## config.mk

```make
export PLATFORM = sky130hd
export DESIGN_NAME = wli_front
export DESIGN_NICKNAME = d
export VERILOG_FILES = /design/src/rtl/wli_pkg.sv /design/src/rtl/wli_front.sv
export SDC_FILE = /design/constraint.sdc
export NUM_CORES = 1
export LEC_CHECK = 0
export BUFFER_PORTS_ARGS = -buffer_cell sky130_fd_sc_hd__buf_2
export CAP_MARGIN = 10
export CORE_ASPECT_RATIO = 1.75
export CORE_MARGIN = 5
export CORE_UTILIZATION = 52
export DETAILED_ROUTE_END_ITERATION = 10
export PLACE_DENSITY = 0.88
export SYNTH_ARGS = -nofsm -noshare
export SYNTH_HDL_FRONTEND = slang
export SYNTH_SLANG_ARGS = --single-unit
```

## constraint.sdc

```tcl
create_clock -name clk -period 6.8 [get_ports clk]
set_input_delay 0.34 -clock clk [delete_from_list [all_inputs] [get_ports clk]]
set_output_delay 0.34 -clock clk [all_outputs]
set_load 0.05 [all_outputs]
```

## src/rtl/wli_pkg.sv

```systemverilog
// Shared types and constants for the waypoint linear interpolator.
package wli_pkg;

  typedef enum logic [1:0] {
    MODE_START  = 2'd0,
    MODE_APPEND = 2'd1,
    MODE_SAMPLE = 2'd2,
    MODE_CLEAR  = 2'd3
  } mode_t;

  localparam int TIME_BITS  = 32;
  localparam int RATIO_BITS = 17;
  localparam logic [RATIO_BITS-1:0] RATIO_ONE = 17'h10000;

  typedef enum logic [2:0] {
    BK_IDLE,
    BK_SEARCH,
    BK_READ,
    BK_DIV,
    BK_BLEND,
    BK_EMIT
  } bk_state_t;

endpackage

```

## src/rtl/wli_front.sv

```systemverilog
// Front end: accepts commands and queues them for the back end.
module wli_front
  import wli_pkg::*;
#(
  parameter int JOINTS   = 6,
  parameter int POS_BITS = 16,
  parameter int QDEPTH   = 2
) (
  input  logic                              clk,
  input  logic                              rst_n,
  input  logic                              start,
  output logic                              busy,
  input  logic [1:0]                        in_mode,
  input  logic [TIME_BITS-1:0]              in_time,
  input  logic [JOINTS*POS_BITS-1:0]        in_pos,
  output logic                              q_valid,
  input  logic                              q_pop,
  output logic [1:0]                        q_mode,
  output logic [TIME_BITS-1:0]              q_time,
  output logic [JOINTS*POS_BITS-1:0]        q_pos
);

  localparam int QW = (QDEPTH > 1) ? $clog2(QDEPTH) : 1;

  logic [1:0]                 mode_q [QDEPTH];
  logic [TIME_BITS-1:0]       time_q [QDEPTH];
  logic [JOINTS*POS_BITS-1:0] pos_q  [QDEPTH];
  logic [QW-1:0]              wr_r, wr_nxt, rd_r, rd_nxt;
  logic [QW:0]                cnt_r, cnt_nxt;
  logic                       push;

  assign busy    = (cnt_r == (QW+1)'(QDEPTH));
  assign push    = start && !busy;
  assign q_valid = (cnt_r != '0);
  assign q_mode  = mode_q[rd_r];
  assign q_time  = time_q[rd_r];
  assign q_pos   = pos_q[rd_r];

  // advance pointers and count
  always_comb begin
    wr_nxt  = wr_r;
    rd_nxt  = rd_r;
    cnt_nxt = cnt_r;
    if (push) begin
      wr_nxt = (wr_r == QW'(QDEPTH-1)) ? '0 : wr_r + 1'b1;
    end
    if (q_pop && q_valid) begin
      rd_nxt = (rd_r == QW'(QDEPTH-1)) ? '0 : rd_r + 1'b1;
    end
    if (push && !(q_pop && q_valid)) begin
      cnt_nxt = cnt_r + 1'b1;
    end else if (!push && q_pop && q_valid) begin
      cnt_nxt = cnt_r - 1'b1;
    end
  end

  always_ff @(posedge clk) begin
    if (!rst_n) begin
      wr_r  <= '0;
      rd_r  <= '0;
      cnt_r <= '0;
    end else begin
      wr_r  <= wr_nxt;
      rd_r  <= rd_nxt;
      cnt_r <= cnt_nxt;
    end
  end

  // hold queued items
  always_ff @(posedge clk) begin
    if (push) begin
      mode_q[wr_r] <= in_mode;
      time_q[wr_r] <= in_time;
      pos_q[wr_r]  <= in_pos;
    end
  end

endmodule

```

==> summary.md, run 1 <==
| Metric | Value |
|---|---|
| Synthesized area divided by synthesized cell count | `22.4 um2` |
| Total power | `3.77 mW` |
| Setup Crit Path Kind | `reg -> out` |
| Total Negative Setup Slacks | `0 ns` |
| Required time reported for the critical path endpoint | `6.46 ns` |
| Max-slew violation total from the final report | `0` |
| Wire length per cell after detailed routing | `19.9 um` |
| Commonest cells in the netlist | `260 x sky130_fd_sc_hd__edfxtp_1, 130 x sky130_fd_sc_hd__mux2_2, 10 x sky130_fd_sc_hd__buf_6, 5 x sky130_fd_sc_hd__dfxtp_1` |
| Startpoint of the worst-slack reg-to-reg timing path | `cnt_r[0]` |
| Final cell count without fillers | `985` |
| Num CTS Buffers | `23` |
| Via total after detailed routing | `5,058` |
| Type of destination of the critical path | `output pin` |
| First-pass GRT wire length | `28,700 um` |
| Unrepaired setup endpoints after global routing | `false` |
| Placeable core region | `0.0184 mm2` |
| Number of distinct library cells after synthesis | `23` |
| Power density over the cells | `312 mW/mm2` |
| Proportion of synthesized chip area in sequential cells | `82.0%` |
| Number of hold violations in the final report | `0` |
| Flop and latch count out of synthesis | `~270` |
| Overall global routing resource usage | `17.5%` |
| Vias per cell | `approximately 5.1` |
| Final setup viols | `0` |
| Total half-perimeter wirelength after legalization and detailed placement | `13,200 um` |
| Antenna Diode Count | `0` |
| Count of mapped cells out of synthesis | `roughly 430` |
| Setup crit start kind | `flip-flop` |
| Ys flop type | `sky130_fd_sc_hd__edfxtp_1` |
| Residual overflow from global routing | `0` |
| Largest net degree at the start of global routing | `76` |
| DRC marker count from the first detailed-route iteration | `270` |
| Multiplexer share of the synthesized area | `15.3%` |
| Synthesized cell area | `0.00964 mm2` |
| CTS Sinks | `265` |
| FMAX | `305 MHz` |
| Row cnt | `66` |
| Die height | `around 190 um` |
| Die outline area | `0.0215 mm2` |
| Complex-gate fraction of the synthesized area | `less than 1%` |
| Maximum number of buffers from clock root to sink | `3` |
| Relative max-transition margin | `32.2%` |
| Slew of the pin with the lowest slew margin | `1.02 ns` |
| Layout Area Growth over Synthesis | `25.3%` |
| Data arrival time of the critical path | `2.93 ns` |
| Worst VDD drop | `0.247 mV` |
| Via count of the first global-routing pass | `5,549` |
| Top-count cell post-synth | `sky130_fd_sc_hd__edfxtp_1` |
| First-pass detailed-route iteration total | `5` |
| Startpoint of the worst hold path | `in_time[17]` |
| Number of ports placed on the die boundary | `about 270` |
| Post-layout net count | `865` |
| FILL cells | `1,268` |
| Leakage dissipation | `4.50 nW` |
| Synthesized-area fraction occupied by adder cells | `0%` |
| Synthesized net count | `565` |
| Simple-Gate Fraction of Synth Area | `0.597%` |
| Cell type with the highest aggregate area in the netlist | `sky130_fd_sc_hd__edfxtp_1` |
| Later-pin clock latency in the skew report | `roughly 0.50 ns` |
| Critical path peak fanout | `approximately 70` |
| Buffers inserted during post-CTS setup optimization | `0` |
| Clock transition at the register clock pins on the worst setup and hold paths after CTS | `0.06 ns` |
| Number of H-tree levels | `1` |
| Initial Utilization | `52.4%` |
| DRC violation count after routing | `0` |
| Number of buffer cells added on primary ports | `265` |
| Number of antenna violations at the first check in global routing | `3` |
| Post-layout min period | `3.27 ns` |
| Max-cap check violation count | `0` |
| Count of antenna-violating nets left after detailed routing | `0` |
| Asr flop ratio synth | `0%` |
| Count of flip-flops with a built-in enable after synthesis | `260` |
| TritonCTS clock tree | `yes` |
| Hold Crit Class | `in -> reg` |
| Run status | `finished, final reports clean` |
| Die extent in x | `113 um` |
| Fraction of final layout cells with drive strength greater than 1 | `approximately 58%` |
| Share of the synthesized area in the top cell type | `81.0%` |
| Library cell used as clock root buffer | `sky130_fd_sc_hd__clkbuf_16` |
| Synth warn | `0` |
| Synth Area in XOR/XNOR | `0.0908%` |
| Largest family of logic cells by synthesized area | `multiplexers` |
| Routability congestion estimate | `0.753` |
| Number of cells in the design after placement | `around 900` |
| Total routed wirelength | `19,600 um` |
| Biggest area contributors in the synthesized netlist | `sky130_fd_sc_hd__edfxtp_1 81%, sky130_fd_sc_hd__mux2_2 15%, sky130_fd_sc_hd__buf_6 1.2%` |
| Final period utilization | `~48%` |
| Final Skew | `0.0140 ns` |
[per-stage QoR]
step	cell area [um2]	hold slack (ns)	utilization [%]	worst slack, ns
2_1_floorplan	9640	0.439	-	0.433
3_3_place_gp	11200	0.488	60.7	3.98
3_5_place_dp	11200	0.509	60.7	4.00
4_1_cts	12100	0.000130	65.6	3.45
5_1_grt	12100	0.00399	65.6	3.38
6_report	12100	0.0213	65.6	3.53
[state kept, by name, indices dropped and copies added (netlist names), named ones only]
register	cells
mode_q	4
cnt_r	2
pos_q	192
rd_r	1
time_q	64
wr_r	1
[area by class of cell]
class	count	area [um2]	share of cell area, %
multi-input cells	149	1600	13.3
well taps	238	298	2.46
flip-flops and latches	265	7910	65.5
repair buffers	289	1560	12.9
clock buffers	31	626	5.18
inverters	3	11.3	0.0932
clock inverters	10	77.6	0.642
[report_power, final]
part	internal (mW)	switching, mW
sequential	1.90	0.0333
clock	0.684	0.532
combinational	0.177	0.449
total	2.76	1.01
[critical path, cell delays in order, from the launching register on]
cell                      delay (ns)
sky130_fd_sc_hd__dfxtp_4        0.83
sky130_fd_sc_hd__buf_4          0.78
sky130_fd_sc_hd__mux2_2         0.43
sky130_fd_sc_hd__buf_2          0.22
[metal layers]
layer | global-route usage, % | share of wire, %
met3 | 4.01 | 6.5
met1 | 16.6 | 31
met4 | 8.61 | 4.8
met2 | 34.0 | 57
met5 | 0 | 0.21
[kinds of logic after synthesis]
| group | after synthesis |
|---|---|
| flops | 265 |
| mux | 131 |
| buf+inv | 17 |
| simple gates | 9 |
| compound gates | 8 |
| xor+xnor | 1 |
[final timing paths]
kind                            slack [ns]             to  depth (start not counted)
worst min-delay path                  0.02  time_q[1][17]                          1
worst min register to register        0.53      flip-flop                          2
worst max-delay path                  3.53      q_pos[58]                          3
worst max register to register        4.08   pos_q[1][49]                          3
[placed cells by master, fill, tap and decap left out, types with 3 or more instances in the layout]
| master | instances |
|---|---|
| sky130_fd_sc_hd__a21oi_1 | 3 |
| sky130_fd_sc_hd__dlygate4sd3_1 | 20 |
| sky130_fd_sc_hd__inv_1 | 3 |
| sky130_fd_sc_hd__edfxtp_1 | 260 |
| sky130_fd_sc_hd__clkbuf_1 | 6 |
| sky130_fd_sc_hd__clkinv_1 | 3 |
| sky130_fd_sc_hd__dfxtp_1 | 4 |
| sky130_fd_sc_hd__mux2_2 | 130 |
| sky130_fd_sc_hd__buf_2 | 265 |
| sky130_fd_sc_hd__buf_4 | 4 |
| sky130_fd_sc_hd__clkinv_2 | 4 |
| sky130_fd_sc_hd__clkbuf_16 | 23 |
[what timing repair did]
action,CTS,global route
endpoints found under the setup margin,0,0
hold buffers,20,0
endpoints found under the hold margin,35,0
gates resized for setup,0,0
Power figures use the tool's default switching activity.
==> inputs of run 2 (changes only) <==
--- a/config.mk
+++ b/config.mk
@@ -5,6 +5,7 @@
 export SDC_FILE = /design/constraint.sdc
 export NUM_CORES = 1
 export LEC_CHECK = 0
+export ABC_AREA = 1
 export BUFFER_PORTS_ARGS = -buffer_cell sky130_fd_sc_hd__buf_2
 export CAP_MARGIN = 10
 export CORE_ASPECT_RATIO = 1.75
==> constraint.sdc (replaced) <==
create_clock -name clk -period 3.3 [get_ports clk]
set_input_delay 0.165 -clock clk [delete_from_list [all_inputs] [get_ports clk]]
set_output_delay 0.165 -clock clk [all_outputs]
set_load 0.05 [all_outputs]
==> summary.md, run 2 <==
| Metric | Value |
|---|---|
| Ys flop type | `sky130_fd_sc_hd__edfxtp_1` |
| Synthesized area divided by synthesized cell count | `21.9 um2` |
| Count of antenna-violating nets left after detailed routing | `0` |
| Type of destination of the critical path | `output pin` |
| TritonCTS clock tree | `yes` |
| Hold Crit Class | `in -> reg` |
| FMAX | `395 MHz` |
| Met3 Use GR | `under 10%` |
| Die height | `190 um` |
| Setup Slack @ Placement | `1.31 ns` |
| Final cell count without fillers | `1,110` |
| First-pass GRT wire length | `around 34,000 um` |
| Power density over the cells | `602 mW/mm2` |
| Total half-perimeter wirelength after legalization and detailed placement | `13,100 um` |
| Met1 usage in global routing | `21.3%` |
| Cell type with the highest aggregate area in the netlist | `sky130_fd_sc_hd__edfxtp_1` |
| Via count of the first global-routing pass | `approximately 6,300` |
| Residual overflow from global routing | `0` |
| Setup slack, reg-to-reg | `1.30 ns` |
| Asr flop ratio synth | `0%` |
| Final setup viols | `0` |
| Placed Instance Area | `roughly 0.011 mm2` |
| Number of distinct library cells after synthesis | `12` |
| Biggest area contributors in the synthesized netlist | `sky130_fd_sc_hd__edfxtp_1 81%, sky130_fd_sc_hd__mux2_2 15%, sky130_fd_sc_hd__buf_6 1.2%` |
| Core occupancy in the finished layout | `72.1%` |
| Number of instances on the worst hold path | `5` |
| Routability congestion estimate | `between 0.7 and 0.8` |
| WHS Endpoint | `cnt_r[0]` |
| Number of buffer cells added on primary ports | `265` |
| Final period utilization | `76.8%` |
| Max-cap check violation count | `0` |
| Pint | `5.87 mW` |
| Row cnt | `66` |
| Final Skew | `0.0143 ns` |
| Synthesized net count | `574` |
| Most frequent cells in the layout | `265 x sky130_fd_sc_hd__buf_2, 260 x sky130_fd_sc_hd__edfxtp_1, 132 x sky130_fd_sc_hd__dlygate4sd3_1` |
| Post-layout net count | `986` |
| Largest register by flop count | `pos_q` |
| Fraction of final layout cells with drive strength greater than 1 | `49.8%` |
| Slew of the pin with the lowest slew margin | `0.806 ns` |
| Wire length per cell after detailed routing | `20.5 um` |
| Relative max-transition margin | `about 46%` |
| Share of the synthesized area in the top cell type | `81.1%` |
| Switching part of the total | `26.5%` |
| Met2 capacity usage during global routing | `38.7%` |
| Layout Area Growth over Synthesis | `37.8%` |
| Max FFs per register | `192` |
| Later-pin clock latency in the skew report | `0.50 ns` |
| Worst reg-to-reg path cell count | `5` |
| Top-count cell post-synth | `sky130_fd_sc_hd__edfxtp_1` |
| Net switching power of the design | `2.12 mW` |
| DRC marker count from the first detailed-route iteration | `204` |
| Library cell used as clock root buffer | `sky130_fd_sc_hd__clkbuf_16` |
| Placeable core region | `0.0184 mm2` |
| Leading registers by flop count | `pos_q (192), time_q (64), mode_q (4)` |
| Flop and latch count out of synthesis | `265` |
| Synth warn | `0` |
| Total Negative Setup Slacks | `0 ns` |
| Startpoint of the worst hold path | `start` |
| Maximum number of buffers from clock root to sink | `3` |
| Worst hold slack | `0.116 ns` |
| Proportion of power drawn by flip-flops and latches | `49.9%` |
| Vias per cell | `5.09` |
| Max-slew violation total from the final report | `0` |
| Largest net degree at the start of global routing | `~130` |
| Clock transition at the register clock pins on the worst setup and hold paths after CTS | `0.07 ns` |
| First-pass detailed-route iteration total | `5` |
| Number of ports placed on the die boundary | `266` |
| DRC violation count after routing | `0` |
| Initial Utilization | `52.3%` |
| Most frequent standard cell in the layout excluding fill and tap cells | `sky130_fd_sc_hd__buf_2` |
| Total routed wirelength | `22,700 um` |
| Peak-usage layer in the global routing report | `met2` |
| Proportion of synthesized chip area in sequential cells | `around 82%` |
| Final design area excluding fillers | `0.0133 mm2` |
| Num CTS Buffers | `22` |
| Hold-fix buffers, CTS | `132` |
| Via total after detailed routing | `5,648` |
| Setup crit start kind | `flip-flop` |
| Leakage dissipation | `between 5 and 6 nW` |
| Buffers inserted during post-CTS setup optimization | `0` |
| FILL cells | `1,078` |
| Die outline area | `0.0215 mm2` |
| Unrepaired setup endpoints after global routing | `false` |
| Post-cts gate resize count | `0` |
| Setup Crit Path Kind | `reg -> out` |
| Data arrival time of the critical path | `2.37 ns` |
| Number of hold violations in the final report | `0` |
| Synthesized cell area | `0.00963 mm2` |
| Overall global routing resource usage | `20.5%` |
| Post-layout min period | `about 2.5 ns` |
| Run status | `finished, final reports clean` |
| Total power | `7.99 mW` |
| Comb power frac | `17.5%` |
| Required time reported for the critical path endpoint | `3.13 ns` |
| Worst VDD drop | `about 0.50 mV` |
| Count of flip-flops with a built-in enable after synthesis | `between 200 and 300` |
| Relative contribution of the clock network to total power | `between 30% and 40%` |
| Min setup slack post-route | `0.766 ns` |
| Number of H-tree levels | `1` |
| Startpoint of the worst-slack reg-to-reg timing path | `cnt_r[0]` |
| End of the worst register-to-register path | `pos_q[1][81]` |
| Commonest cells in the netlist | `260 x sky130_fd_sc_hd__edfxtp_1, 130 x sky130_fd_sc_hd__mux2_2, 12 x sky130_fd_sc_hd__nand2_1, 10 x sky130_fd_sc_hd__buf_6, 9 x sky130_fd_sc_hd__nor2_1` |
| Number of cells in the design after placement | `934` |
| Critical path peak fanout | `42` |
| Die extent in x | `113 um` |
| Count of mapped cells out of synthesis | `440` |
| CTS Sinks | `265` |
| Number of antenna violations at the first check in global routing | `6` |
[run 2: cell count changes after synthesis, moves of 2 or more]
cell	before	now
sky130_fd_sc_hd__inv_1	3	5
sky130_fd_sc_hd__nand3_1	0	3
sky130_fd_sc_hd__a21oi_1	3	1
sky130_fd_sc_hd__nand2_1	0	12
sky130_fd_sc_hd__nor2_1	2	9
[run 2: worst max path at each step]
| stage | depth (start not counted) | to | slack, ns |
|---|---|---|---|
| finish | 3 | q_pos[81] | 0.77 |
| global placement | 3 | q_pos[81] | 1.37 |
| global route | 3 | q_time[6] | 0.67 |
| floorplan | 4 | mode_q[1][0] | -1.16 |
| CTS | 3 | q_time[9] | 0.78 |
| detailed placement | 3 | q_time[9] | 1.31 |
[run 2: kinds of logic after synthesis]
| group | Yosys count | synth area share (%) |
|---|---|---|
| flops | 265 | 82.1 |
| mux | 130 | 15.2 |
| simple gates | 25 | 1.05 |
| buf+inv | 19 | 1.60 |
| compound gates | 1 | 0.0519 |
[run 2: worst max-delay path: stages, from the launching register on]
cell,delay [ns]
sky130_fd_sc_hd__dfxtp_4,0.72
sky130_fd_sc_hd__buf_4,0.48
sky130_fd_sc_hd__mux2_2,0.41
sky130_fd_sc_hd__buf_2,0.22
[run 2: layout make-up]
cell class	count	area, um2	area share (%)
Sequential cell	265	7910	59.6
Inverter	5	18.8	0.141
Multi-Input combinational cell	156	1590	11.9
Clock inverter	12	131	0.990
Tap cell	238	298	2.24
Timing Repair Buffer	402	2720	20.5
Antenna cell	6	15.0	0.113
Clock buffer	26	587	4.42
[run 2: power groups by stage]
stage               Sequential (mW)  Clock, mW  Combinational (mW)
CTS                            3.98       2.64                1.39
floorplan                      4.04          0               0.961
global placement               4.05          0                1.24
global route                   4.00       2.80                1.46
finish                         3.99       2.60                1.40
detailed placement             4.06          0                1.26
[run 2: per-layer routing]
| metal | share of wire [%] | up-vias | wire (um) |
|---|---|---|---|
| met5 | 0.031 | - | 7 |
| met4 | 4.0 | 2 | 901 |
| met3 | 6.5 | 63 | 1470 |
| met2 | 56 | 250 | 12800 |
| met1 | 33 | 2777 | 7550 |
| li1 | - | 2556 | - |
